`src/hw/rtl/ftm_pkg.sv`:
```
`default_nettype none
// ----------------------------------------------------------------------------
// ftm_pkg: types, constants and pipeline stage functions
// Beat types of both channels, the per-item context carried down the back
// pipeline, and the combinational work done in each back stage.
// ----------------------------------------------------------------------------
package ftm_pkg;

  localparam int unsigned QUEUE_DEPTH = 4;

  localparam logic [16:0] ONE_Q16        = 17'd65536;
  localparam logic [15:0] HALF_Q16       = 16'd32768;
  localparam logic [27:0] TAU_RATIO_Q32  = 28'd197729557;
  localparam logic [15:0] SCORCH_EXP_Q16 = 16'd43713;
  localparam logic [40:0] EXP_CAP_Q16    = 41'd1099511627776;
  localparam logic [15:0] POLY_A         = 16'd45600;
  localparam logic [15:0] POLY_B         = 16'd14752;
  localparam logic [15:0] POLY_C         = 16'd5184;
  localparam logic [20:0] LOG_EIGHT      = 21'd524288;
  localparam logic [21:0] LOG_SIXTEEN    = 22'd1048576;

  // back pipeline stage map
  localparam int unsigned LOG_STEPS   = 16;
  localparam int unsigned DIV1_STEPS  = 16;
  localparam int unsigned DIV2_STEPS  = 17;
  localparam int unsigned POW_STEPS   = 5;
  localparam int unsigned ST_PREP     = 0;
  localparam int unsigned ST_LOGA     = 1;
  localparam int unsigned ST_TAU      = 1;
  localparam int unsigned ST_TAUP     = 2;
  localparam int unsigned ST_TAUR     = 3;
  localparam int unsigned ST_SHEXP    = ST_LOGA + LOG_STEPS;
  localparam int unsigned ST_SHMAG    = ST_SHEXP + 1;
  localparam int unsigned ST_POWA     = ST_SHMAG + 1;
  localparam int unsigned ST_SH       = ST_POWA + POW_STEPS;
  localparam int unsigned ST_REGION   = ST_SH + 1;
  localparam int unsigned ST_DIV1     = ST_REGION + 1;
  localparam int unsigned ST_PROD     = ST_DIV1 + DIV1_STEPS;
  localparam int unsigned ST_DIV2     = ST_PROD + 1;
  localparam int unsigned ST_CK       = ST_DIV2 + DIV2_STEPS;
  localparam int unsigned ST_CKNORM   = ST_CK + 1;
  localparam int unsigned ST_LOGB     = ST_CKNORM + 1;
  localparam int unsigned ST_LMC      = ST_LOGB + LOG_STEPS;
  localparam int unsigned ST_MAGP     = ST_LMC + 1;
  localparam int unsigned ST_MAG      = ST_MAGP + 1;
  localparam int unsigned ST_POWB     = ST_MAG + 1;
  localparam int unsigned ST_MORT     = ST_POWB + POW_STEPS;
  localparam int unsigned ST_KILL     = ST_MORT + 1;
  localparam int unsigned ST_NONC     = ST_KILL + 1;
  localparam int unsigned N_STAGES    = ST_NONC + 1;

  typedef struct packed {
    logic [23:0] bark_thickness;
    logic [23:0] tree_height;
    logic [16:0] crown_fraction;
    logic [19:0] scorch_factor;
    logic [25:0] surface_intensity;
    logic [23:0] fuel_sigma;
    logic [16:0] fire_fraction;
    logic [31:0] individuals;
  } ftm_in_t;

  typedef struct packed {
    logic [31:0] killed;
    logic [16:0] disturbed_fraction;
    logic [31:0] non_combusted;
  } ftm_out_t;

  typedef struct packed {
    logic    valid;
    ftm_in_t data;
  } ftm_push_t;

  typedef struct packed {
    ftm_in_t     x;
    logic [23:0] cl;
    logic [23:0] base;
    logic [31:0] b2;
    logic [35:0] t;
    logic [41:0] ph;
    logic [41:0] pl;
    logic [40:0] e;
    logic        small_exp;
    logic [32:0] nfa;
    logic [4:0]  lp;
    logic [30:0] lm;
    logic [15:0] lf;
    logic [21:0] lmc;
    logic        neg;
    logic [47:0] mag;
    logic [31:0] pq;
    logic [32:0] pright;
    logic [15:0] pf;
    logic [16:0] pv;
    logic [48:0] pres;
    logic [33:0] sh;
    logic        reg0;
    logic        reg2;
    logic [24:0] a;
    logic [25:0] b;
    logic [25:0] rem;
    logic [16:0] quo;
    logic [40:0] n2;
    logic [16:0] ck;
    logic [16:0] mort;
    logic [31:0] killed;
    logic [16:0] dist_frac;
    logic [31:0] nonc;
  } ftm_ctx_t;

  function automatic logic [4:0] ftm_msb(input logic [25:0] x);
    logic [4:0] p;
    begin
      p = '0;
      for (int i = 0; i < 26; i++) begin
        if (x[i]) p = 5'(i);
      end
      return p;
    end
  endfunction

  function automatic logic [30:0] ftm_norm(input logic [25:0] x, input logic [4:0] p);
    logic [56:0] w;
    begin
      w = 57'(x) << (5'd30 - p);
      return w[30:0];
    end
  endfunction

  function automatic ftm_ctx_t ftm_ctx_init(input ftm_in_t d);
    ftm_ctx_t n;
    begin
      n = '0;
      n.x = d;
      return n;
    end
  endfunction

  function automatic ftm_ctx_t ftm_stage(input int unsigned k, input ftm_ctx_t c);
    ftm_ctx_t    n;
    logic [61:0] sq;
    logic [31:0] mm;
    logic [20:0] lg;
    logic [60:0] rsum;
    logic [44:0] r;
    logic [44:0] rdiff;
    logic [26:0] rem2;
    logic [62:0] msum;
    logic [33:0] vprod;
    logic [16:0] vmul;
    logic [15:0] vadd;
    logic [5:0]  qq;
    logic [49:0] shp;
    logic [49:0] kp;
    logic [48:0] ncp;
    logic [33:0] sdiff;
    int unsigned j;
    begin
      n = c;
      lg = {c.lp, c.lf};
      j = 0;
      if (k == ST_PREP) begin
        n.cl  = 24'((41'(c.x.tree_height) * 41'(c.x.crown_fraction)) >> 16);
        n.b2  = 32'((48'(c.x.bark_thickness) * 48'(c.x.bark_thickness)) >> 16);
        n.nfa = 33'((49'(c.x.fire_fraction) * 49'(c.x.individuals)) >> 16);
        n.lp  = ftm_msb(c.x.surface_intensity);
        n.lm  = ftm_norm(c.x.surface_intensity, n.lp);
        n.lf  = '0;
      end
      if (k == ST_CKNORM) begin
        n.lp = ftm_msb(26'(c.ck));
        n.lm = ftm_norm(26'(c.ck), n.lp);
        n.lf = '0;
      end
      // one fraction bit of log2 per stage
      if (k inside {[ST_LOGA : ST_LOGA + LOG_STEPS - 1], [ST_LOGB : ST_LOGB + LOG_STEPS - 1]})
      begin
        sq = 62'(c.lm) * 62'(c.lm);
        mm = 32'(sq >> 30);
        if (mm[31]) begin
          n.lm = mm[31:1];
          n.lf = {c.lf[14:0], 1'b1};
        end else begin
          n.lm = mm[30:0];
          n.lf = {c.lf[14:0], 1'b0};
        end
      end
      if (k == ST_TAU) begin
        n.base = c.x.tree_height - c.cl;
        n.t    = 36'((60'(c.b2) * 60'(TAU_RATIO_Q32)) >> 24);
      end
      if (k == ST_TAUP) begin
        n.ph = 42'(c.t[35:18]) * 42'(c.x.fuel_sigma);
        n.pl = 42'(c.t[17:0]) * 42'(c.x.fuel_sigma);
      end
      if (k == ST_TAUR) begin
        rsum        = (61'(c.ph) << 18) + 61'(c.pl);
        r           = 45'(rsum >> 16);
        rdiff       = r - 45'(HALF_Q16);
        n.small_exp = r <= 45'(HALF_Q16);
        if (n.small_exp) begin
          n.e = '0;
        end else if (rdiff > 45'(EXP_CAP_Q16)) begin
          n.e = EXP_CAP_Q16;
        end else begin
          n.e = 41'(rdiff);
        end
      end
      if (k == ST_SHEXP) begin
        n.neg = lg < LOG_EIGHT;
        n.lmc = n.neg ? 22'(LOG_EIGHT - lg) : 22'(lg - LOG_EIGHT);
      end
      if (k == ST_SHMAG) begin
        n.mag = 48'((38'(c.lmc) * 38'(SCORCH_EXP_Q16)) >> 16);
      end
      if (k inside {[ST_POWA : ST_POWA + POW_STEPS - 1], [ST_POWB : ST_POWB + POW_STEPS - 1]})
      begin
        j = (k >= ST_POWB) ? (k - ST_POWB) : (k - ST_POWA);
        if (j == 0) begin
          n.pq = c.mag[47:16];
          if (!c.neg) begin
            n.pf     = c.mag[15:0];
            n.pright = '0;
          end else if (c.mag[15:0] == '0) begin
            n.pf     = '0;
            n.pright = 33'(c.mag[47:16]);
          end else begin
            n.pf     = 16'(ONE_Q16 - 17'(c.mag[15:0]));
            n.pright = 33'(c.mag[47:16]) + 33'd1;
          end
        end else if (j < POW_STEPS - 1) begin
          vmul  = (j == 1) ? 17'(POLY_C) : c.pv;
          vadd  = (j == 1) ? POLY_B : POLY_A;
          vprod = 34'(vmul) * 34'(c.pf);
          if (j == POW_STEPS - 2) begin
            n.pv = 17'(18'(ONE_Q16) + 18'(vprod >> 16));
          end else begin
            n.pv = 17'(18'(vadd) + 18'(vprod >> 16));
          end
        end else begin
          if (!c.neg) begin
            qq     = (c.pq > 32'd32) ? 6'd32 : 6'(c.pq);
            n.pres = 49'(c.pv) << qq;
          end else if (c.pright >= 33'd63) begin
            n.pres = '0;
          end else begin
            n.pres = 49'(c.pv) >> c.pright[5:0];
          end
        end
      end
      if (k == ST_SH) begin
        shp  = 50'(c.x.scorch_factor) * 50'(c.pres[29:0]);
        n.sh = (c.x.surface_intensity == '0) ? '0 : 34'(shp >> 16);
      end
      if (k == ST_REGION) begin
        n.reg0 = c.sh < 34'(c.base);
        n.reg2 = !n.reg0 && (c.sh >= 34'(c.x.tree_height));
        n.a    = 25'(c.sh - 34'(c.base));
        sdiff  = 34'(c.x.tree_height) - c.sh + 34'(c.cl);
        n.b    = 26'(sdiff);
        n.rem  = 26'(n.a);
        n.quo  = '0;
      end
      if (k inside {[ST_DIV1 : ST_DIV1 + DIV1_STEPS - 1], [ST_DIV2 : ST_DIV2 + DIV2_STEPS - 1]})
      begin
        if (k >= ST_DIV2) begin
          rem2 = {c.rem, c.n2[6'(ST_DIV2 + DIV2_STEPS - 1 - k)]};
        end else begin
          rem2 = {c.rem, 1'b0};
        end
        if (rem2 >= 27'(c.cl)) begin
          n.rem = 26'(rem2 - 27'(c.cl));
          n.quo = {c.quo[15:0], 1'b1};
        end else begin
          n.rem = 26'(rem2);
          n.quo = {c.quo[15:0], 1'b0};
        end
      end
      if (k == ST_PROD) begin
        n.n2  = 41'(c.quo[15:0]) * 41'(c.b);
        n.rem = 26'(n.n2 >> 17);
        n.quo = '0;
      end
      if (k == ST_CK) begin
        if (c.reg0) begin
          n.ck = '0;
        end else if (c.reg2 || (c.quo > ONE_Q16)) begin
          n.ck = ONE_Q16;
        end else begin
          n.ck = c.quo;
        end
      end
      if (k == ST_LMC) begin
        n.lmc = LOG_SIXTEEN - 22'(lg);
      end
      if (k == ST_MAGP) begin
        n.ph = 42'(c.lmc[20:0]) * 42'(c.e[40:20]);
        n.pl = 42'(c.lmc[20:0]) * 42'(c.e[19:0]);
      end
      if (k == ST_MAG) begin
        msum  = (63'(c.ph) << 20) + 63'(c.pl);
        n.mag = 48'(msum >> 16);
        n.neg = 1'b1;
      end
      if (k == ST_MORT) begin
        if ((c.x.fuel_sigma == '0) || (c.ck == '0)) begin
          n.mort = '0;
        end else if ((c.ck >= ONE_Q16) || c.small_exp || (c.pres > 49'(ONE_Q16))) begin
          n.mort = ONE_Q16;
        end else begin
          n.mort = 17'(c.pres);
        end
      end
      if (k == ST_KILL) begin
        kp          = 50'(c.mort) * 50'(c.nfa);
        n.killed    = 32'(kp >> 16);
        n.dist_frac = 17'((34'(c.x.fire_fraction) * 34'(c.ck)) >> 16);
      end
      if (k == ST_NONC) begin
        ncp    = 49'(c.killed) * 49'(ONE_Q16 - c.ck);
        n.nonc = 32'(ncp >> 16);
      end
      return n;
    end
  endfunction

endpackage
`default_nettype wire

```
`src/hw/rtl/ftm_front.sv`:
```
`default_nettype none
// ----------------------------------------------------------------------------
// ftm_front: input acceptance
// Takes input beats while the queue has room and saturates both fractions
// to one before queuing.
// ----------------------------------------------------------------------------
module ftm_front (
  input  wire logic             in_valid_i,
  input  wire ftm_pkg::ftm_in_t in_data_i,
  output logic                  in_stall_o,
  input  wire logic             q_full_i,
  output ftm_pkg::ftm_push_t    push_o
);

  ftm_pkg::ftm_in_t sat;

  always_comb begin
    sat = in_data_i;
    if (in_data_i.crown_fraction > ftm_pkg::ONE_Q16) sat.crown_fraction = ftm_pkg::ONE_Q16;
    if (in_data_i.fire_fraction > ftm_pkg::ONE_Q16) sat.fire_fraction = ftm_pkg::ONE_Q16;
  end

  assign in_stall_o   = q_full_i;
  assign push_o.valid = in_valid_i && !q_full_i;
  assign push_o.data  = sat;

endmodule
`default_nettype wire

```
`config.mk`:
```
export PLATFORM = sky130hd
export DESIGN_NAME = ftm_front
export DESIGN_NICKNAME = d
export VERILOG_FILES = /design/src/hw/rtl/ftm_pkg.sv /design/src/hw/rtl/ftm_front.sv
export SDC_FILE = /design/constraint.sdc
export NUM_CORES = 1
export LEC_CHECK = 0
export BUFFER_PORTS_ARGS = -buffer_cell sky130_fd_sc_hd__buf_2
export CAP_MARGIN = 25
export CORE_AREA = 2 2 146 148
export DETAILED_ROUTE_END_ITERATION = 16
export DIE_AREA = 0 0 148 150
export PLACE_DENSITY = 0.41
export SETUP_SLACK_MARGIN = 0.3
export SYNTH_ARGS = -nofsm -noshare
export SYNTH_HDL_FRONTEND = slang
export SYNTH_SLANG_ARGS = --single-unit
```
`constraint.sdc`:
```
create_clock -name vclk -period 1.2
set_clock_uncertainty 0.05 [all_clocks]
set_input_delay 0.24 -clock vclk [all_inputs]
set_output_delay 0.24 -clock vclk [all_outputs]
set_load 0.02 [all_outputs]
```
Word-level counts from Yosys, hierarchy flattened
Cells that the tools add are included.
Widths: inputs -> output; s select.
{ "classes": {"n_lt_le_gt_ge": 2, "n_mux": 2, "n_reduce_logical": 2} }
{ "ops": {"columns": ["cell", "count"], "rows": [
  ["$gt 17x17->1 const B", 2],
  ["$mux 17", 2],
  ["$logic_and 1x1->1", 1],
  ["$logic_not 1->1", 1]
]} }
{ "word_totals": {"register_bits": 0, "inputBits": 186, "out_inout_bits": 186, "elab_cells": 6} }

Logic depth before layout (Yosys ltp)
{ "logic_depth": {"depth_word": 2, "mapped_depth": 3, "ltp_nobuf": 3} }

Least setup slack after synthesis
OpenSTA, ideal clock, no wires.
{ "synth_path": {"kind": "input-to-output", "startpoint": "input port in_data_i[124] (netlist name)", "endpoint": "output port push_o[121] (netlist name)", "arrival_ps": 1149, "required_ps": 910, "path_slack_ps": -239, "stages": 3, "n_path_buf": 0, "cell_sequence": "nor4_2 a41oi_2 nor2b_1"} }
{ "synth_rtl": {"columns": ["item", "line", "rtl"], "rows": [
  ["from (decl)", "ftm_front.sv:9", "input wire ftm_pkg::ftm_in_t in_data_i,"],
  ["to (decl)", "ftm_front.sv:12", "output ftm_pkg::ftm_push_t push_o"]
]} }

==> impl_summary.txt <==
----------------------------------------------------
[Outcome]
  Run status ... complete, but fails checks
  Violated checks ... negative setup slack

[Setup path]
  Peak per-stage delay on the critical path ... 0.39 ns
  Worst-path fanout max ... 5
  Nature of the critical path startpoint ... input pin
  Arrival time of the worst setup path ... 1.31 ns
  Library cell contributing the largest single delay on the critical path ... sky130_fd_sc_hd__nor4_4
  Critical path destination ... push_o[134]
  Worst Setup Path Type ... input pin to output pin
  CP required ... 0.91 ns
  Startpoint of the worst setup timing path ... in_data_i[133]
  CP bufs+invs ... 2
  Cell family with the largest share of critical-path delay ... simple AND/OR/NAND/NOR gates
  Endpoint type of the worst setup path ... output pin
  Cell count along the critical path ... 5
  Crit-path cells ... buf_6, nor4_4, a41oi_4, nor2b_1, buf_4

[Logic synthesis]
  Number of nets produced by synthesis ... 384
  Mapped Cells ... 198
  Count of synthesis-stage warnings from yosys ... 0
  Synthesized area per cell ... 7.51 sq um
  Leading cell types by total area after synthesis ... sky130_fd_sc_hd__buf_4 76%, sky130_fd_sc_hd__nor2b_1 14%, sky130_fd_sc_hd__nor4_2 6.7%
  Sequential share of the synthesized area ... 0%
  Cell accounting for the most synthesized area ... sky130_fd_sc_hd__buf_4
  Area share of the leading cell type in the synthesized netlist ... 76.2%
  Synth Cell Area ... 1490 sq um
  Count of distinct cell types in the synthesized netlist ... 6

[Finish]
  Count of sequential standard cells ... 0
  Layout Area Growth over Synthesis ... 7.82%
  Final design instance area without fill ... 1600 sq um
  Antenna diodes ... 0
  Number of nets in the final layout ... 315
  Clock buffer count in the final layout ... 0
  Sequential standard cell area ... 0 sq um
  Commonest cells after routing, fill and taps aside ... 27 x sky130_fd_sc_hd__buf_2, 24 x sky130_fd_sc_hd__buf_6, 23 x sky130_fd_sc_hd__buf_4
  Most frequent standard cell in the layout excluding fill and tap cells ... sky130_fd_sc_hd__buf_2
  Layout cell share with drive strength beyond 1 ... 86.6%
  Final Core Density ... 7.75%

[Floorplan]
  Horizontal extent of the die ... 148 um
  Floorplan die height ... 150 um
  Number of top-level pins ... 372
  Num rows ... 53
  Effective utilization at floorplan ... 7.19%
  Placeable core area ... 20700 sq um
  Area enclosed by the die boundary ... 22200 sq um

[Timing]
  Relative slew margins ... 75.9%
  Maximum operating frequency ... 626 MHz
  RSZ-0062 raised after global routing ... true
  Setup-violating endpoint count in the final report ... 20
  Final worst-path cycle share ... 133%
  Number of failing hold endpoints at the final stage ... 0
  Min cycle time layout ... 1.60 ns
  Final Worst Setup Slack ... -0.397 ns
  Final-report max-slew violation count ... 0
  Worst slew pin tran ... 0.359 ns

[Power and ir drop]
  Static power due to leakage ... 0.602 nW
  Power per Cell Area ... 314 nW/um^2
  Worst VDD drop ... 0.114 mV

[Route]
  Overall routed net length ... 4.47 mm
  DR WL/cell ... 11.1 um
  Detailed-route DRC error count ... 0
  Number of nets with antenna violations after routing ... 0
  Detailed-routing iteration count for the pre-antenna-repair pass ... 2
  Via density per instance ... 2.21
  Via count ... 887
  1st-iter DRT viols ... 9

[Global route]
  Grt ovf ... 0
  Most utilized layer in the global route result ... met2
  Global routing met1 resource utilization ... 2.66%
  Maximum number of pins on one net before global-route repair ... 11
  Met2 Usage GRT ... 5.35%
  Antenna violations before repair ... 0
  Global-route wire length before repair ... 5.51 mm
  M3 GR Usage ... 1.34%
  Number of global-route vias before repair ... 867
  Combined global-route utilization of all metal layers ... 3.39%

[Clocking]
  Number of buffers inserted for hold repair after clock tree synthesis ... 0

[Placed design]
  Detailed Place HPWL ... 3.70 mm
  Count of input and output buffers ... 72
  Cell area reported after detailed placement ... 1200 sq um
  Last weighted congestion value of the routability-driven placer ... 0.552

[Worst hold path]
  Hold path startpoint ... in_data_i[118]
  HP Class ... input pin to output pin
  Worst hold path cell count ... 0

[Run]
  Max-capacitance violation count ... 0

----------------------------------------------------
[kinds of logic after synthesis]
| kind of cell | after synthesis | synth area share, % |
|---|---|---|
| and+or+nand+nor | 41 | 20.6 |
| AOI/OAI and AO/OA | 2 | 2.19 |
| buffers and inverters | 155 | 77.2 |
[stage by stage]
stage	setup WS (ns)	power [mW]	std cells	hold slack, ns	TNS, ns
floorplan	-0.235	0.903	198	0.508	-3.98
global placement	-0.519	0.364	396	0.430	-9.14
detailed placement	-0.558	0.364	396	0.430	-9.40
CTS	-0.438	0.439	402	0.430	-7.76
global route	-0.490	0.537	402	0.430	-8.84
finish	-0.397	0.504	402	0.430	-7.34
[synthesized netlist by cell type]
cell                       count
sky130_fd_sc_hd__a41oi_2       2
sky130_fd_sc_hd__inv_1         2
sky130_fd_sc_hd__nor4_2        8
sky130_fd_sc_hd__buf_4       151
sky130_fd_sc_hd__clkbuf_1      2
sky130_fd_sc_hd__nor2b_1      33
[final cells by class]
cell class | instances | area, sq um
Timing Repair Buffer | 81 | 688
Multi-Input combinational cell | 44 | 564
Fill cell | 2410 | 19100
Tap cell | 275 | 344
Inverter | 2 | 7.51
[power by group]
| group | switching, mW | internal (mW) | total [mW] |
|---|---|---|---|
| clock network | 0 | 0 | 0 |
| logic | 0.243 | 0.261 | 0.504 |
| registers | 0 | 0 | 0 |
[worst min-delay path by stage]
stage / to / slack (ns)
global placement: push_o[101] / 0.43
CTS: push_o[101] / 0.43
finish: push_o[118] / 0.43
detailed placement: push_o[101] / 0.43
floorplan: push_o[119] / 0.51
global route: push_o[20] / 0.43
[routing by layer]
layer / part of all wire (%) / wire length [um]
met1: 26 / 1170
met2: 42 / 1890
met3: 17 / 746
met4: 15 / 656
met5: 0 / 0
[what timing repair did]
item                                    CTS  global route
pin swaps                                 5             7
gates resized for setup                  46            51
setup buffers                             5             0
endpoints found under the setup margin   34            34
gates cloned                              1             0
No activity file was read; power rests on OpenSTA's default activity.
