**src/hw/rtl/ftm_pkg.sv**
```systemverilog
`default_nettype none
// ----------------------------------------------------------------------------
// ftm_pkg: types, constants and pipeline stage functions
// Beat types of both channels, the per-item context carried down the back
// pipeline, and the combinational work done in each back stage.
// ----------------------------------------------------------------------------
package ftm_pkg;

  localparam int unsigned QUEUE_DEPTH = 4;

  localparam logic [16:0] ONE_Q16        = 17'd65536;
  localparam logic [15:0] HALF_Q16       = 16'd32768;
  localparam logic [27:0] TAU_RATIO_Q32  = 28'd197729557;
  localparam logic [15:0] SCORCH_EXP_Q16 = 16'd43713;
  localparam logic [40:0] EXP_CAP_Q16    = 41'd1099511627776;
  localparam logic [15:0] POLY_A         = 16'd45600;
  localparam logic [15:0] POLY_B         = 16'd14752;
  localparam logic [15:0] POLY_C         = 16'd5184;
  localparam logic [20:0] LOG_EIGHT      = 21'd524288;
  localparam logic [21:0] LOG_SIXTEEN    = 22'd1048576;

  // back pipeline stage map
  localparam int unsigned LOG_STEPS   = 16;
  localparam int unsigned DIV1_STEPS  = 16;
  localparam int unsigned DIV2_STEPS  = 17;
  localparam int unsigned POW_STEPS   = 5;
  localparam int unsigned ST_PREP     = 0;
  localparam int unsigned ST_LOGA     = 1;
  localparam int unsigned ST_TAU      = 1;
  localparam int unsigned ST_TAUP     = 2;
  localparam int unsigned ST_TAUR     = 3;
  localparam int unsigned ST_SHEXP    = ST_LOGA + LOG_STEPS;
  localparam int unsigned ST_SHMAG    = ST_SHEXP + 1;
  localparam int unsigned ST_POWA     = ST_SHMAG + 1;
  localparam int unsigned ST_SH       = ST_POWA + POW_STEPS;
  localparam int unsigned ST_REGION   = ST_SH + 1;
  localparam int unsigned ST_DIV1     = ST_REGION + 1;
  localparam int unsigned ST_PROD     = ST_DIV1 + DIV1_STEPS;
  localparam int unsigned ST_DIV2     = ST_PROD + 1;
  localparam int unsigned ST_CK       = ST_DIV2 + DIV2_STEPS;
  localparam int unsigned ST_CKNORM   = ST_CK + 1;
  localparam int unsigned ST_LOGB     = ST_CKNORM + 1;
  localparam int unsigned ST_LMC      = ST_LOGB + LOG_STEPS;
  localparam int unsigned ST_MAGP     = ST_LMC + 1;
  localparam int unsigned ST_MAG      = ST_MAGP + 1;
  localparam int unsigned ST_POWB     = ST_MAG + 1;
  localparam int unsigned ST_MORT     = ST_POWB + POW_STEPS;
  localparam int unsigned ST_KILL     = ST_MORT + 1;
  localparam int unsigned ST_NONC     = ST_KILL + 1;
  localparam int unsigned N_STAGES    = ST_NONC + 1;

  typedef struct packed {
    logic [23:0] bark_thickness;
    logic [23:0] tree_height;
    logic [16:0] crown_fraction;
    logic [19:0] scorch_factor;
    logic [25:0] surface_intensity;
    logic [23:0] fuel_sigma;
    logic [16:0] fire_fraction;
    logic [31:0] individuals;
  } ftm_in_t;

  typedef struct packed {
    logic [31:0] killed;
    logic [16:0] disturbed_fraction;
    logic [31:0] non_combusted;
  } ftm_out_t;

  typedef struct packed {
    logic    valid;
    ftm_in_t data;
  } ftm_push_t;

  typedef struct packed {
    ftm_in_t     x;
    logic [23:0] cl;
    logic [23:0] base;
    logic [31:0] b2;
    logic [35:0] t;
    logic [41:0] ph;
    logic [41:0] pl;
    logic [40:0] e;
    logic        small_exp;
    logic [32:0] nfa;
    logic [4:0]  lp;
    logic [30:0] lm;
    logic [15:0] lf;
    logic [21:0] lmc;
    logic        neg;
    logic [47:0] mag;
    logic [31:0] pq;
    logic [32:0] pright;
    logic [15:0] pf;
    logic [16:0] pv;
    logic [48:0] pres;
    logic [33:0] sh;
    logic        reg0;
    logic        reg2;
    logic [24:0] a;
    logic [25:0] b;
    logic [25:0] rem;
    logic [16:0] quo;
    logic [40:0] n2;
    logic [16:0] ck;
    logic [16:0] mort;
    logic [31:0] killed;
    logic [16:0] dist_frac;
    logic [31:0] nonc;
  } ftm_ctx_t;

  function automatic logic [4:0] ftm_msb(input logic [25:0] x);
    logic [4:0] p;
    begin
      p = '0;
      for (int i = 0; i < 26; i++) begin
        if (x[i]) p = 5'(i);
      end
      return p;
    end
  endfunction

  function automatic logic [30:0] ftm_norm(input logic [25:0] x, input logic [4:0] p);
    logic [56:0] w;
    begin
      w = 57'(x) << (5'd30 - p);
      return w[30:0];
    end
  endfunction

  function automatic ftm_ctx_t ftm_ctx_init(input ftm_in_t d);
    ftm_ctx_t n;
    begin
      n = '0;
      n.x = d;
      return n;
    end
  endfunction

  function automatic ftm_ctx_t ftm_stage(input int unsigned k, input ftm_ctx_t c);
    ftm_ctx_t    n;
    logic [61:0] sq;
    logic [31:0] mm;
    logic [20:0] lg;
    logic [60:0] rsum;
    logic [44:0] r;
    logic [44:0] rdiff;
    logic [26:0] rem2;
    logic [62:0] msum;
    logic [33:0] vprod;
    logic [16:0] vmul;
    logic [15:0] vadd;
    logic [5:0]  qq;
    logic [49:0] shp;
    logic [49:0] kp;
    logic [48:0] ncp;
    logic [33:0] sdiff;
    int unsigned j;
    begin
      n = c;
      lg = {c.lp, c.lf};
      j = 0;
      if (k == ST_PREP) begin
        n.cl  = 24'((41'(c.x.tree_height) * 41'(c.x.crown_fraction)) >> 16);
        n.b2  = 32'((48'(c.x.bark_thickness) * 48'(c.x.bark_thickness)) >> 16);
        n.nfa = 33'((49'(c.x.fire_fraction) * 49'(c.x.individuals)) >> 16);
        n.lp  = ftm_msb(c.x.surface_intensity);
        n.lm  = ftm_norm(c.x.surface_intensity, n.lp);
        n.lf  = '0;
      end
      if (k == ST_CKNORM) begin
        n.lp = ftm_msb(26'(c.ck));
        n.lm = ftm_norm(26'(c.ck), n.lp);
        n.lf = '0;
      end
      // one fraction bit of log2 per stage
      if (k inside {[ST_LOGA : ST_LOGA + LOG_STEPS - 1], [ST_LOGB : ST_LOGB + LOG_STEPS - 1]})
      begin
        sq = 62'(c.lm) * 62'(c.lm);
        mm = 32'(sq >> 30);
        if (mm[31]) begin
          n.lm = mm[31:1];
          n.lf = {c.lf[14:0], 1'b1};
        end else begin
          n.lm = mm[30:0];
          n.lf = {c.lf[14:0], 1'b0};
        end
      end
      if (k == ST_TAU) begin
        n.base = c.x.tree_height - c.cl;
        n.t    = 36'((60'(c.b2) * 60'(TAU_RATIO_Q32)) >> 24);
      end
      if (k == ST_TAUP) begin
        n.ph = 42'(c.t[35:18]) * 42'(c.x.fuel_sigma);
        n.pl = 42'(c.t[17:0]) * 42'(c.x.fuel_sigma);
      end
      if (k == ST_TAUR) begin
        rsum        = (61'(c.ph) << 18) + 61'(c.pl);
        r           = 45'(rsum >> 16);
        rdiff       = r - 45'(HALF_Q16);
        n.small_exp = r <= 45'(HALF_Q16);
        if (n.small_exp) begin
          n.e = '0;
        end else if (rdiff > 45'(EXP_CAP_Q16)) begin
          n.e = EXP_CAP_Q16;
        end else begin
          n.e = 41'(rdiff);
        end
      end
      if (k == ST_SHEXP) begin
        n.neg = lg < LOG_EIGHT;
        n.lmc = n.neg ? 22'(LOG_EIGHT - lg) : 22'(lg - LOG_EIGHT);
      end
      if (k == ST_SHMAG) begin
        n.mag = 48'((38'(c.lmc) * 38'(SCORCH_EXP_Q16)) >> 16);
      end
      if (k inside {[ST_POWA : ST_POWA + POW_STEPS - 1], [ST_POWB : ST_POWB + POW_STEPS - 1]})
      begin
        j = (k >= ST_POWB) ? (k - ST_POWB) : (k - ST_POWA);
        if (j == 0) begin
          n.pq = c.mag[47:16];
          if (!c.neg) begin
            n.pf     = c.mag[15:0];
            n.pright = '0;
          end else if (c.mag[15:0] == '0) begin
            n.pf     = '0;
            n.pright = 33'(c.mag[47:16]);
          end else begin
            n.pf     = 16'(ONE_Q16 - 17'(c.mag[15:0]));
            n.pright = 33'(c.mag[47:16]) + 33'd1;
          end
        end else if (j < POW_STEPS - 1) begin
          vmul  = (j == 1) ? 17'(POLY_C) : c.pv;
          vadd  = (j == 1) ? POLY_B : POLY_A;
          vprod = 34'(vmul) * 34'(c.pf);
          if (j == POW_STEPS - 2) begin
            n.pv = 17'(18'(ONE_Q16) + 18'(vprod >> 16));
          end else begin
            n.pv = 17'(18'(vadd) + 18'(vprod >> 16));
          end
        end else begin
          if (!c.neg) begin
            qq     = (c.pq > 32'd32) ? 6'd32 : 6'(c.pq);
            n.pres = 49'(c.pv) << qq;
          end else if (c.pright >= 33'd63) begin
            n.pres = '0;
          end else begin
            n.pres = 49'(c.pv) >> c.pright[5:0];
          end
        end
      end
      if (k == ST_SH) begin
        shp  = 50'(c.x.scorch_factor) * 50'(c.pres[29:0]);
        n.sh = (c.x.surface_intensity == '0) ? '0 : 34'(shp >> 16);
      end
      if (k == ST_REGION) begin
        n.reg0 = c.sh < 34'(c.base);
        n.reg2 = !n.reg0 && (c.sh >= 34'(c.x.tree_height));
        n.a    = 25'(c.sh - 34'(c.base));
        sdiff  = 34'(c.x.tree_height) - c.sh + 34'(c.cl);
        n.b    = 26'(sdiff);
        n.rem  = 26'(n.a);
        n.quo  = '0;
      end
      if (k inside {[ST_DIV1 : ST_DIV1 + DIV1_STEPS - 1], [ST_DIV2 : ST_DIV2 + DIV2_STEPS - 1]})
      begin
        if (k >= ST_DIV2) begin
          rem2 = {c.rem, c.n2[6'(ST_DIV2 + DIV2_STEPS - 1 - k)]};
        end else begin
          rem2 = {c.rem, 1'b0};
        end
        if (rem2 >= 27'(c.cl)) begin
          n.rem = 26'(rem2 - 27'(c.cl));
          n.quo = {c.quo[15:0], 1'b1};
        end else begin
          n.rem = 26'(rem2);
          n.quo = {c.quo[15:0], 1'b0};
        end
      end
      if (k == ST_PROD) begin
        n.n2  = 41'(c.quo[15:0]) * 41'(c.b);
        n.rem = 26'(n.n2 >> 17);
        n.quo = '0;
      end
      if (k == ST_CK) begin
        if (c.reg0) begin
          n.ck = '0;
        end else if (c.reg2 || (c.quo > ONE_Q16)) begin
          n.ck = ONE_Q16;
        end else begin
          n.ck = c.quo;
        end
      end
      if (k == ST_LMC) begin
        n.lmc = LOG_SIXTEEN - 22'(lg);
      end
      if (k == ST_MAGP) begin
        n.ph = 42'(c.lmc[20:0]) * 42'(c.e[40:20]);
        n.pl = 42'(c.lmc[20:0]) * 42'(c.e[19:0]);
      end
      if (k == ST_MAG) begin
        msum  = (63'(c.ph) << 20) + 63'(c.pl);
        n.mag = 48'(msum >> 16);
        n.neg = 1'b1;
      end
      if (k == ST_MORT) begin
        if ((c.x.fuel_sigma == '0) || (c.ck == '0)) begin
          n.mort = '0;
        end else if ((c.ck >= ONE_Q16) || c.small_exp || (c.pres > 49'(ONE_Q16))) begin
          n.mort = ONE_Q16;
        end else begin
          n.mort = 17'(c.pres);
        end
      end
      if (k == ST_KILL) begin
        kp          = 50'(c.mort) * 50'(c.nfa);
        n.killed    = 32'(kp >> 16);
        n.dist_frac = 17'((34'(c.x.fire_fraction) * 34'(c.ck)) >> 16);
      end
      if (k == ST_NONC) begin
        ncp    = 49'(c.killed) * 49'(ONE_Q16 - c.ck);
        n.nonc = 32'(ncp >> 16);
      end
      return n;
    end
  endfunction

endpackage
`default_nettype wire

```
**src/hw/rtl/ftm_queue.sv**
```systemverilog
`default_nettype none
// ----------------------------------------------------------------------------
// ftm_queue: item queue
// Short FIFO between the front and the back pipeline.
// ----------------------------------------------------------------------------
module ftm_queue #(
  parameter int unsigned Depth = ftm_pkg::QUEUE_DEPTH
) (
  input  wire logic               clk_i,
  input  wire logic               rst_ni,
  input  wire ftm_pkg::ftm_push_t push_i,
  output logic                    full_o,
  output logic                    valid_o,
  output ftm_pkg::ftm_in_t        data_o,
  input  wire logic               pop_i
);

  localparam int unsigned AW = (Depth > 1) ? $clog2(Depth) : 1;
  localparam int unsigned CW = $clog2(Depth + 1);

  ftm_pkg::ftm_in_t entries_q [Depth];
  logic [AW-1:0] wr_ptr_q, wr_ptr_d, rd_ptr_q, rd_ptr_d;
  logic [CW-1:0] cnt_q, cnt_d;
  logic push, pop;

  assign push    = push_i.valid;
  assign pop     = pop_i && (cnt_q != '0);
  assign full_o  = cnt_q == CW'(Depth);
  assign valid_o = cnt_q != '0;
  assign data_o  = entries_q[rd_ptr_q];

  always_comb begin
    wr_ptr_d = wr_ptr_q;
    rd_ptr_d = rd_ptr_q;
    cnt_d    = cnt_q;
    if (push) wr_ptr_d = (wr_ptr_q == AW'(Depth - 1)) ? '0 : wr_ptr_q + 1'b1;
    if (pop) rd_ptr_d = (rd_ptr_q == AW'(Depth - 1)) ? '0 : rd_ptr_q + 1'b1;
    if (push && !pop) cnt_d = cnt_q + 1'b1;
    else if (pop && !push) cnt_d = cnt_q - 1'b1;
  end

  always_ff @(posedge clk_i or negedge rst_ni) begin
    if (!rst_ni) begin
      wr_ptr_q <= '0;
      rd_ptr_q <= '0;
      cnt_q    <= '0;
    end else begin
      wr_ptr_q <= wr_ptr_d;
      rd_ptr_q <= rd_ptr_d;
      cnt_q    <= cnt_d;
    end
  end

  always_ff @(posedge clk_i) begin
    if (push) entries_q[wr_ptr_q] <= push_i.data;
  end

endmodule
`default_nettype wire

```
**config.mk**
```make
export PLATFORM = sky130hd
export DESIGN_NAME = ftm_queue
export DESIGN_NICKNAME = d
export VERILOG_FILES = /design/src/hw/rtl/ftm_pkg.sv /design/src/hw/rtl/ftm_queue.sv
export SDC_FILE = /design/constraint.sdc
export NUM_CORES = 1
export LEC_CHECK = 0
export ABC_AREA = 1
export ABC_CLOCK_PERIOD_IN_PS = 5400
export BUFFER_PORTS_ARGS = -buffer_cell sky130_fd_sc_hd__buf_2
export CAP_MARGIN = 30
export CORE_AREA = 2 2 236 238
export CTS_BUF_LIST = sky130_fd_sc_hd__clkbuf_16
export DETAILED_ROUTE_END_ITERATION = 8
export DIE_AREA = 0 0 238 240
export PLACE_DENSITY_LB_ADDON = 0.08
export REMOVE_ABC_BUFFERS = 1
export SLEW_MARGIN = 10
export SYNTH_ARGS = -nofsm -noshare
export SYNTH_HDL_FRONTEND = slang
export SYNTH_SLANG_ARGS = --single-unit
```
**constraint.sdc**
```tcl
create_clock -name clk_i -period 5.4 [get_ports clk_i]
set_input_delay 1.08 -clock clk_i [delete_from_list [all_inputs] [get_ports clk_i]]
set_output_delay 1.08 -clock clk_i [all_outputs]
set_load 0.01 [all_outputs]
```
### Word level (Yosys, flattened, before mapping)

Memories as Yosys holds them, arrays and structs flattened.
Index checks and enable logic that the tools add are counted.

| storage, ports and cells | value |
|---|---|
| logic and storage cells | 24 |
| output and inout bits | 186 |
| register bits | 7 |
| RAM bits | 736 |
| memories kept | 1 |

Memory list:

| memory | depth | width | read ports | clocked after Yosys merged registers in | write ports | line | RTL |
|---|---|---|---|---|---|---|---|
| entries_q | 4 | 184 | 1 | 0 | 1 | ftm_queue.sv:21 | `ftm_pkg::ftm_in_t entries_q [Depth];` |

| cells by class | value |
|---|---|
| mux-type cells | 6 |
| add/subtract/negate cells | 4 |
| reductions and logical operators | 7 |
| equal/unequal tests | 3 |

Operator list:

| operator | count |
|---|---|
| two-way mux 3 bit | 2 |
| adder 2 x 1 -> 2 bit, second input constant | 2 |
| == test 2 bit, second input constant | 2 |
| two-way mux 2 bit | 2 |
| adder 3 x 1 -> 3 bit, second input constant | 1 |
| == test 3 bit, second input constant | 1 |
| logical AND 1 bit | 3 |
| nonzero test 3 bit | 1 |
| subtractor 3 x 1 -> 3 bit, second input constant | 1 |
| logical NOT 1 bit | 2 |
| two-way mux 1 bit | 2 |
| nonzero test 2 bit | 1 |

### Longest topological paths before layout

Gate-level depths: netlist (run 1).

| logic depth | value |
|---|---|
| depth after elaboration | 5 |
| depth in mapped cells | 11 |

### Worst setup path before layout (run 1)

OpenSTA, ideal clock, no wires.

| timing | value |
|---|---|
| kind | input port to flip-flop |
| start | input push_i[184] (netlist name) |
| end | memory entries_q[3][0] (netlist name), enable pin |
| data arrival time | 4.661 ns |
| cell stages on the path | 2 |
| buffers on the path | 0 |
| data required time | 4.864 ns |
| setup slack | 0.203 ns |
| path through | nand2_1 inv_1 |

| on the way | value |
|---|---|
| cells in the longest elaborated chain, start to end | 2 |

Ends and longest elaborated chain:

| element | line | RTL |
|---|---|---|
| from (decl) | ftm_queue.sv:11 | `input wire ftm_pkg::ftm_push_t push_i,` |
| two-way mux 1 bit | ftm_queue.sv:55 | `if (push) entries_q[wr_ptr_q] <= push_i.data;` |
| two-way mux 1 bit (implied by the code) | ftm_queue.sv:55 |  |
| to (decl) | ftm_queue.sv:21 |  |

Every way passes these cells.

==> flow_metrics.tcl, run 1 <==
set metrics [dict create \
    yosys.cell_types.count 18 \
    via_count 17169 \
    period_share_pct 68.8 \
    io_pins 374 \
    drt_iter0_markers 1060 \
    tightestPinTransition_ns 0.917 \
    yosys_warnings 0 \
    required_ns 4.32 \
    die_h_um 240 \
    ys_ff_latch 743 \
    h-tree-depth 3 \
    io_buffers 373 \
    layout_commonest_cell "edfxtp_1" \
    max-slew-margin-rel_pct 38.8 \
    cts_tree "done" \
    drive_gt1_share_pct 19.2 \
    via_per_inst 5.17 \
    wl_per_cell_um 18.5 \
    gp_congestion 0.758 \
    final-hold-violation-count 0 \
    cts_sinks 743 \
    power.density_nw_per_um2 538 \
    fmax_mhz 269 \
    syn_area_um2 29700 \
    worstSetupPathType "flop to primary output" \
    rows 86 \
    status "finished clean" \
    start_util_pct 54.3 \
    final_cell_mix "edfxtp_1, nand2_1, inv_1" \
    core_um2 54700 \
    routed_wl_um 61400 \
    overflow 0 \
    finalSetupTns_ns 0 \
    nets 2750 \
    drc 0 \
    max-cap-violations 0 \
    cts_root_buf "clkbuf_16" \
    grt_max_degree 169 \
    hp-class "input port to asynchronous set/reset pin" \
    post-dp-hpwl_um 35800 \
    syn_inst 2202 \
    ys_seq_area_share_pct 75.1 \
    dr.pass1.iters 5 \
    cts_resized 0 \
    rsz0062_at_grt "false" \
    final_util_pct 62.7 \
    cts_made_buffers 76 \
    arrival_ns 2.64 \
    critPathMaxFanout 83 \
    leakage_nw 13.6 \
    avgSynthCellArea_um2 13.5 \
    postCtsSetupBuffers 0 \
    grt_use_total_pct 21.5 \
    antenna_found_initial 19 \
    start_kind "flop" \
    grt_pass1_vias 16585 \
    area_growth_pct 15.6 \
    die_width_um 238 \
    postCtsHoldBufs 0 \
    maxSlewViolCount 0 \
    max-vdd-ir-drop_mv 0.340 \
    ant_nets 0 \
    cts_buffer_depth 3 \
    die_area_um2 57100 \
    crit_path_end_kind "primary output" \
    skew_ns 0.0124 \
    insertion_delay_ns 0.59 \
    setup_viol 0 \
    period_minus_slack_ns 3.72 \
    clkTransAtPathRegs_ns 0.06 \
    grt_pass1_wl_um 93700 \
]
[registers in the layout, summed over array words and instances (netlist names)]
name	count
rd_ptr_q	2
cnt_q	3
entries_q	736
wr_ptr_q	2
[routing by layer]
metal	global-route usage (%)	wire, um
met4	6.67	1200
met2	34.9	29700
met1	27.9	25800
met3	6.66	4580
met5	0	170
[stage by stage]
step / std cells / power [mW] / cell area (um^2) / worst slack, ns / hold WS, ns
after floorplan: 2079 / 11.0 / 28800 / -7.92 / 0.442
after global placement: 3177 / 13.6 / 31800 / 2.13 / 0.454
after detailed placement: 3180 / 13.7 / 31900 / 2.28 / 0.478
after CTS: 3314 / 18.7 / 34200 / 1.62 / 0.280
after global routing: 3320 / 19.5 / 34300 / 1.49 / 0.299
final: 3324 / 18.4 / 34300 / 1.68 / 0.315
[critical path, cell delays in order, from the launching register on]
cell and delay [ns]:
dfrtp_4 0.59, inv_6 0.45, buf_12 0.43, o211ai_1 0.17, nand2_1 0.13, buf_2 0.14
[Yosys cell counts]
master | number | area [um^2]
fa_1 | 1 | 20.0
nor2_1 | 3 | 11.3
edfxtp_1 | 736 | 22100
nand3_1 | 3 | 15.0
buf_2 | 49 | 245
buf_6 | 36 | 405
clkbuf_1 | 4 | 15.0
inv_1 | 378 | 1420
ha_1 | 6 | 75.1
buf_4 | 34 | 255
nor3_1 | 1 | 5.00
inv_2 | 1 | 3.75
nand4_1 | 1 | 6.26
o211ai_1 | 368 | 2760
nand2_1 | 571 | 2140
o21ai_0 | 2 | 10.0
xnor2_1 | 1 | 8.76
dfrtp_1 | 7 | 175
[logic make-up after synthesis]
logic type / after synthesis / share of synthesized area (%)
DFF: 743 / 75.1
and+or+nand+nor: 579 / 7.35
xor gates and xnor gates: 1 / 0.0295
buffers and inverters: 502 / 7.90
adders and majority gates: 7 / 0.320
AOI/OAI and AO/OA: 370 / 9.34
[worst paths after layout]
path | end | cells past startpoint | slack [ns] | start
worst min register to register | cnt_q[2] | 2 | 0.48 | cnt_q[2]
worst max-delay path | data_o[39] | 5 | 1.68 | rd_ptr_q[1]
worst max register to register | entries_q[2][54] | 6 | 3.02 | wr_ptr_q[0]
worst min-delay path | rd_ptr_q[0] | 1 | 0.31 | rst_ni
max in group asynchronous | rd_ptr_q[1] | 1 | 4.89 | rst_ni
min in group clk_i | cnt_q[2] | 2 | 0.48 | cnt_q[2]
[cell type report]
type                       count  area, um^2
timing repair buffer         398        2230
antenna                        9        22.5
clock buffer                  81        2030
sequential                   743       22300
tap                          704         881
multi-input combinational    957        5060
clock inverter                53         343
inverter                     379        1460
fill                        4197       20400
[report_power, final]
group          internal [mW]  total (mW)  switching (mW)
logic                   1.89        5.83            3.94
registers               7.39        7.67           0.282
clock network           2.92        4.95            2.03
total                   12.2        18.4            6.25
No activity file was read; power rests on OpenSTA's default activity.
==> inputs of run 2 (changes only) <==
- ABC_CLOCK_PERIOD_IN_PS: 5400 -> 3000
- CORE_AREA: 2 2 236 238 -> 2 2 242 244
- DIE_AREA: 0 0 238 240 -> 0 0 244 246
- clock period: 5.4 -> 3 ns (I/O delays scaled with it)
==> run 2 against run 1 <==
  * First-iteration DRC count shrank 13%
  * Register-to-register slack worse by 2.0 ns
  * Critical path depth is 1 higher
  * Sequential power increased by 79%
  * Core utilization fell by 2.1 points
  * Largest cell class unchanged
  * Combinational power is 90% higher
  * Worst hold slack got worse by 0.11 ns
  * Sequential cell count did not move
  * Critical endpoint is now data_o[28]
  * Clock-buffer cell count is 3 lower
==> flow_metrics.tcl, run 2 (synthesis gave the netlist of run 1 again) <==
set metrics [dict create \
    grt_pass1_vias 17104 \
    die_h_um 246 \
    fmax_mhz 358 \
    rrSetupSlack_ns 1.06 \
    cts_sinks 743 \
    crit_path_end_kind "primary output" \
    layout_commonest_cell "edfxtp_1" \
    final_cell_mix "edfxtp_1, nand2_1, inv_1" \
    power.density_nw_per_um2 969 \
    tightestPinTransition_ns 0.695 \
    arrival_ns 2.19 \
    p_sw_mw 11.5 \
    drc 0 \
    die_width_um 244 \
    power_frac_seq_pct 40.7 \
    setup_viol 0 \
    via_count 17385 \
    grt_pass1_wl_um 97000 \
    max-slew-margin-rel_pct 53.6 \
    worstSetupPathType "flop to primary output" \
    switching_share_pct 34.3 \
    post-dp-hpwl_um 39200 \
    drt_iter0_markers 920 \
    r2r_start "wr_ptr_q[1]" \
    max-vdd-ir-drop_mv 0.585 \
    r2r_end "entries_q[1][129]" \
    leakage_nw 13.8 \
    grt_use_total_pct 21.1 \
    required_ns 2.40 \
    io_pins 374 \
    skew_ns 0.0240 \
    top_regs "entries_q: 736 flops, cnt_q: 3 flops" \
    dr.pass1.iters 5 \
    final-hold-violation-count 0 \
    core_um2 57400 \
    cts_tree "done" \
    top_register "entries_q" \
    cts_root_buf "clkbuf_16" \
    start_util_pct 51.7 \
    rsz0062_at_grt "false" \
    critPathLaunch "rd_ptr_q[0]" \
    wl_per_cell_um 18.6 \
    hp-class "input port to flop" \
    cts_buffer_depth 3 \
    p_total_mw 33.7 \
    ant_nets 0 \
    largest_reg_flops 736 \
    ff2ff_path_depth 5 \
    routed_wl_um 63500 \
    period_share_pct 93.0 \
    h-tree-depth 3 \
    grt_max_degree 123 \
    rows 88 \
    insertion_delay_ns 0.61 \
    die_area_um2 60000 \
    p_comb_share_pct 33.0 \
    area_growth_pct 17.2 \
    max-cap-violations 0 \
    overflow 0 \
    start_kind "flop" \
    nets 2781 \
    via_per_inst 5.08 \
    io_buffers 373 \
    critPathMaxFanout 68 \
    status "finished clean" \
    cts_made_buffers 77 \
    antenna_found_initial 18 \
    maxSlewViolCount 0 \
    clkTransAtPathRegs_ns 0.06 \
    period_minus_slack_ns 2.79 \
    endpoint "data_o[28]" \
    pwr-share-clk_pct 26.3 \
    intPower_mw 22.2 \
    holdWs_ns 0.200 \
    gp_congestion 0.775 \
    drive_gt1_share_pct 20.4 \
]
[run 2: worst max-delay path, stage by stage, from the launching register on]
cell and delay [ns]:
dfrtp_4 0.61, buf_12 0.24, buf_12 0.28, nand2_1 0.09, o211ai_1 0.09, nand2_1 0.11, buf_2 0.15
[run 2: worst min path at each step]
stage                     start                 to  depth (start not counted)
finish              push_i[143]  entries_q[2][143]                          1
detailed placement       rst_ni           cnt_q[0]                          1
global placement       cnt_q[2]           cnt_q[2]                          2
floorplan                rst_ni           cnt_q[0]                          0
global route         push_i[16]   entries_q[3][16]                          1
CTS                  push_i[67]   entries_q[0][67]                          1
[run 2: layer usage]
layer	wire, um	vias to the layer above	track usage (%)	part of all wire (%)
met5	180	-	0	0.28
met4	1340	26	7.05	2.1
met3	4070	115	5.35	6.4
met2	31600	403	35.2	50
met1	26300	8357	27.2	41
li1	-	8484	-	-
[run 2: layout make-up]
cell class	instances	area (um^2)
well taps	765	957
repair buffers	428	2650
diodes	9	22.5
fillers	4459	22600
inverters	379	1460
flip-flops and latches	743	22300
clock buffers	78	1950
clock inverters	60	389
multi-input cells	957	5060
[run 2: timing repair]
item	CTS	global route
setup endpoints to repair	0	6
hold buffers	1	0
setup buffers	0	1
resized for setup	0	0
hold endpoints to repair	7	0
[run 2: power groups by stage]
stage	combinational, mW	sequential (mW)	clock [mW]
floorplan	4.33	14.5	0
CTS	11.3	13.7	9.09
global route	12.3	13.8	9.49
detailed placement	11.3	13.9	0
global placement	11.2	13.9	0
finish	11.1	13.7	8.88
[run 2: stage by stage]
| stage | cell area, um^2 | setup WS [ns] | TNS, ns | util, % | std cells |
|---|---|---|---|---|---|
| global route | 34800 | 0.0341 | 0 | 60.6 | 3414 |
| detailed placement | 32400 | 0.728 | 0 | 56.5 | 3270 |
| CTS | 34700 | 0.0792 | 0 | 60.6 | 3409 |
| global placement | 32400 | 0.767 | 0 | 56.5 | 3270 |
| floorplan | 28800 | -9.93 | -3095.90 | - | 2079 |
| finish | 34800 | 0.209 | 0 | 60.6 | 3419 |
==> inputs of run 3 (changes only) <==
- ABC_CLOCK_PERIOD_IN_PS: 3000 -> unset
- PLACE_DENSITY_LB_ADDON: 0.08 -> 0.25
==> run 3 against run 2 <==
  * Core utilization is essentially flat
  * Largest power group unchanged
  * Combinational power barely moved
  * Sequential share of layout area barely moved
  * Die area stayed put
  * Total power shrank 0.16%
  * Sequential cell count did not move
  * Fmax down 2.8%
  * Critical path depth fell by 1
  * Sequential power is essentially flat
  * Register-to-register slack improved by 0.04 ns
  * First-iteration DRC count is 15% higher
  * Highest routed layer unchanged
==> flow_metrics.tcl, run 3 (synthesis gave the netlist of run 1 again) <==
set metrics [dict create \
    leakage_nw 13.8 \
    status "finished clean" \
    skew_ns 0.0129 \
    top_register "entries_q" \
    largest_reg_flops 736 \
    min_delay_path_depth 1 \
    stdcell_count 3414 \
    core_um2 57400 \
    critical_path.cell_chain "buf_12 -> nand2_1 -> o211ai_1 -> nand2_1 -> buf_2" \
    maxSlewViolCount 0 \
    required_ns 2.40 \
    ant_nets 0 \
    ff2ff_path_depth 10 \
    routed_wl_um 61900 \
    start_util_pct 51.7 \
    r2r_end "cnt_q[2]" \
    cts_made_buffers 76 \
    period_share_pct 95.8 \
    setup_viol 0 \
    drive_gt1_share_pct 20.2 \
    postCtsSetupBuffers 0 \
    r2r_start "cnt_q[0]" \
    final-hold-violation-count 0 \
    final_cell_mix "edfxtp_1, nand2_1, inv_1" \
    insertion_delay_ns 0.59 \
    cts_resized 0 \
    holdWs_ns 0.214 \
    crit_path_end_kind "primary output" \
    setup_ws_ns 0.127 \
    overflow 0 \
    gp_congestion 0.768 \
    arrival_ns 2.27 \
    die_width_um 244 \
    worstSetupPathType "flop to primary output" \
    cts_root_buf "clkbuf_16" \
    post-dp-hpwl_um 38000 \
    grt_pass1_wl_um 95400 \
    rsz0062_at_grt "true" \
    drt_iter0_markers 1061 \
    cts_buffer_depth 3 \
    io_buffers 373 \
    die_h_um 246 \
    cp_common_cell "nand2_1" \
    die_area_um2 60000 \
    via_per_inst 5.15 \
    drc 0 \
    dr.pass1.iters 5 \
    p_total_mw 33.6 \
    period_minus_slack_ns 2.87 \
    hp-class "input port to flop" \
    grt_pass1_vias 17416 \
    max-vdd-ir-drop_mv 0.794 \
    worst_path_max_delay_cell "dfrtp_4" \
    h-tree-depth 3 \
    critPathMaxFanout 140 \
    grt_use_total_pct 20.6 \
    rrSetupSlack_ns 1.10 \
    max-slew-margin-rel_pct 61.2 \
    start_kind "flop" \
    dp_slack_ns 0.757 \
    tightestPinTransition_ns 0.583 \
    min-delay-start "push_i[11]" \
    cts_tree "done" \
    wl_per_cell_um 18.1 \
    max-cap-violations 0 \
    rows 88 \
    cts_sinks 743 \
    grt_max_degree 141 \
    top_regs "entries_q: 736 flops, cnt_q: 3 flops" \
    io_pins 374 \
    antenna_found_initial 18 \
    via_count 17593 \
    hold_end "entries_q[0][11]" \
    nets 2776 \
    layout_commonest_cell "edfxtp_1" \
    finalSetupTns_ns 0 \
    clkTransAtPathRegs_ns 0.06 \
    crit_path_max_incr_delay_ns 0.60 \
    place_inst 3267 \
    power.density_nw_per_um2 967 \
    area_growth_pct 17.2 \
    fmax_mhz 348 \
]
[run 3: repair_timing]
item	CTS	global route
endpoints found under the hold margin	7	0
hold buffers	1	0
setup endpoints to repair	0	4
[run 3: worst max path at each step]
stage / slack, ns / start / endpoint
after CTS: 0.1 / rd_ptr_q[0] / data_o[1]
final: 0.13 / rd_ptr_q[0] / data_o[73]
after global routing: -0.02 / rd_ptr_q[0] / data_o[172]
after detailed placement: 0.76 / rd_ptr_q[0] / data_o[1]
after global placement: 0.79 / rd_ptr_q[1] / data_o[87]
after floorplan: -9.93 / rd_ptr_q[0] / rd_ptr_q[0]
[run 3: layout make-up]
class	count	area (um^2)
Fill cell	4330	22600
Sequential cell	743	22300
Multi-Input combinational cell	957	5060
Timing Repair Buffer	424	2620
Clock buffer	78	1950
Inverter	379	1460
Tap cell	765	957
Clock inverter	58	448
Antenna cell	10	25.0
[run 3: through the flow]
stage	utilization, %	instance area [um^2]
floorplan	-	28800
global placement	56.4	32400
detailed placement	56.4	32400
CTS	60.6	34800
global route	60.6	34800
finish	60.7	34800
[run 3: worst max-delay path, delay by kind of cell, from the launching register on]
kind	cells	cell delay, ns
simple gates	2	0.21
compound gates	1	0.18
buf+inv	2	0.58
flops	1	0.60
[run 3: report_power, final]
part	leakage, nW	switching (mW)	internal (mW)
Clock	1.24	3.75	5.23
Sequential	6.84	0.449	13.3
Combinational	5.73	7.21	3.71
Total	13.8	11.4	22.2
[run 3: routing by layer]
layer  vias to the layer above  share of wire, %  global-route usage [%]  wire [um]
li1                       8474                 -                       -          -
met4                        18               2.1                    6.69       1300
met1                      8531                40                    26.0      25100
met2                       461                50                    34.6      30900
met5                         -              0.20                       0        125
met3                       109               7.3                    5.76       4550
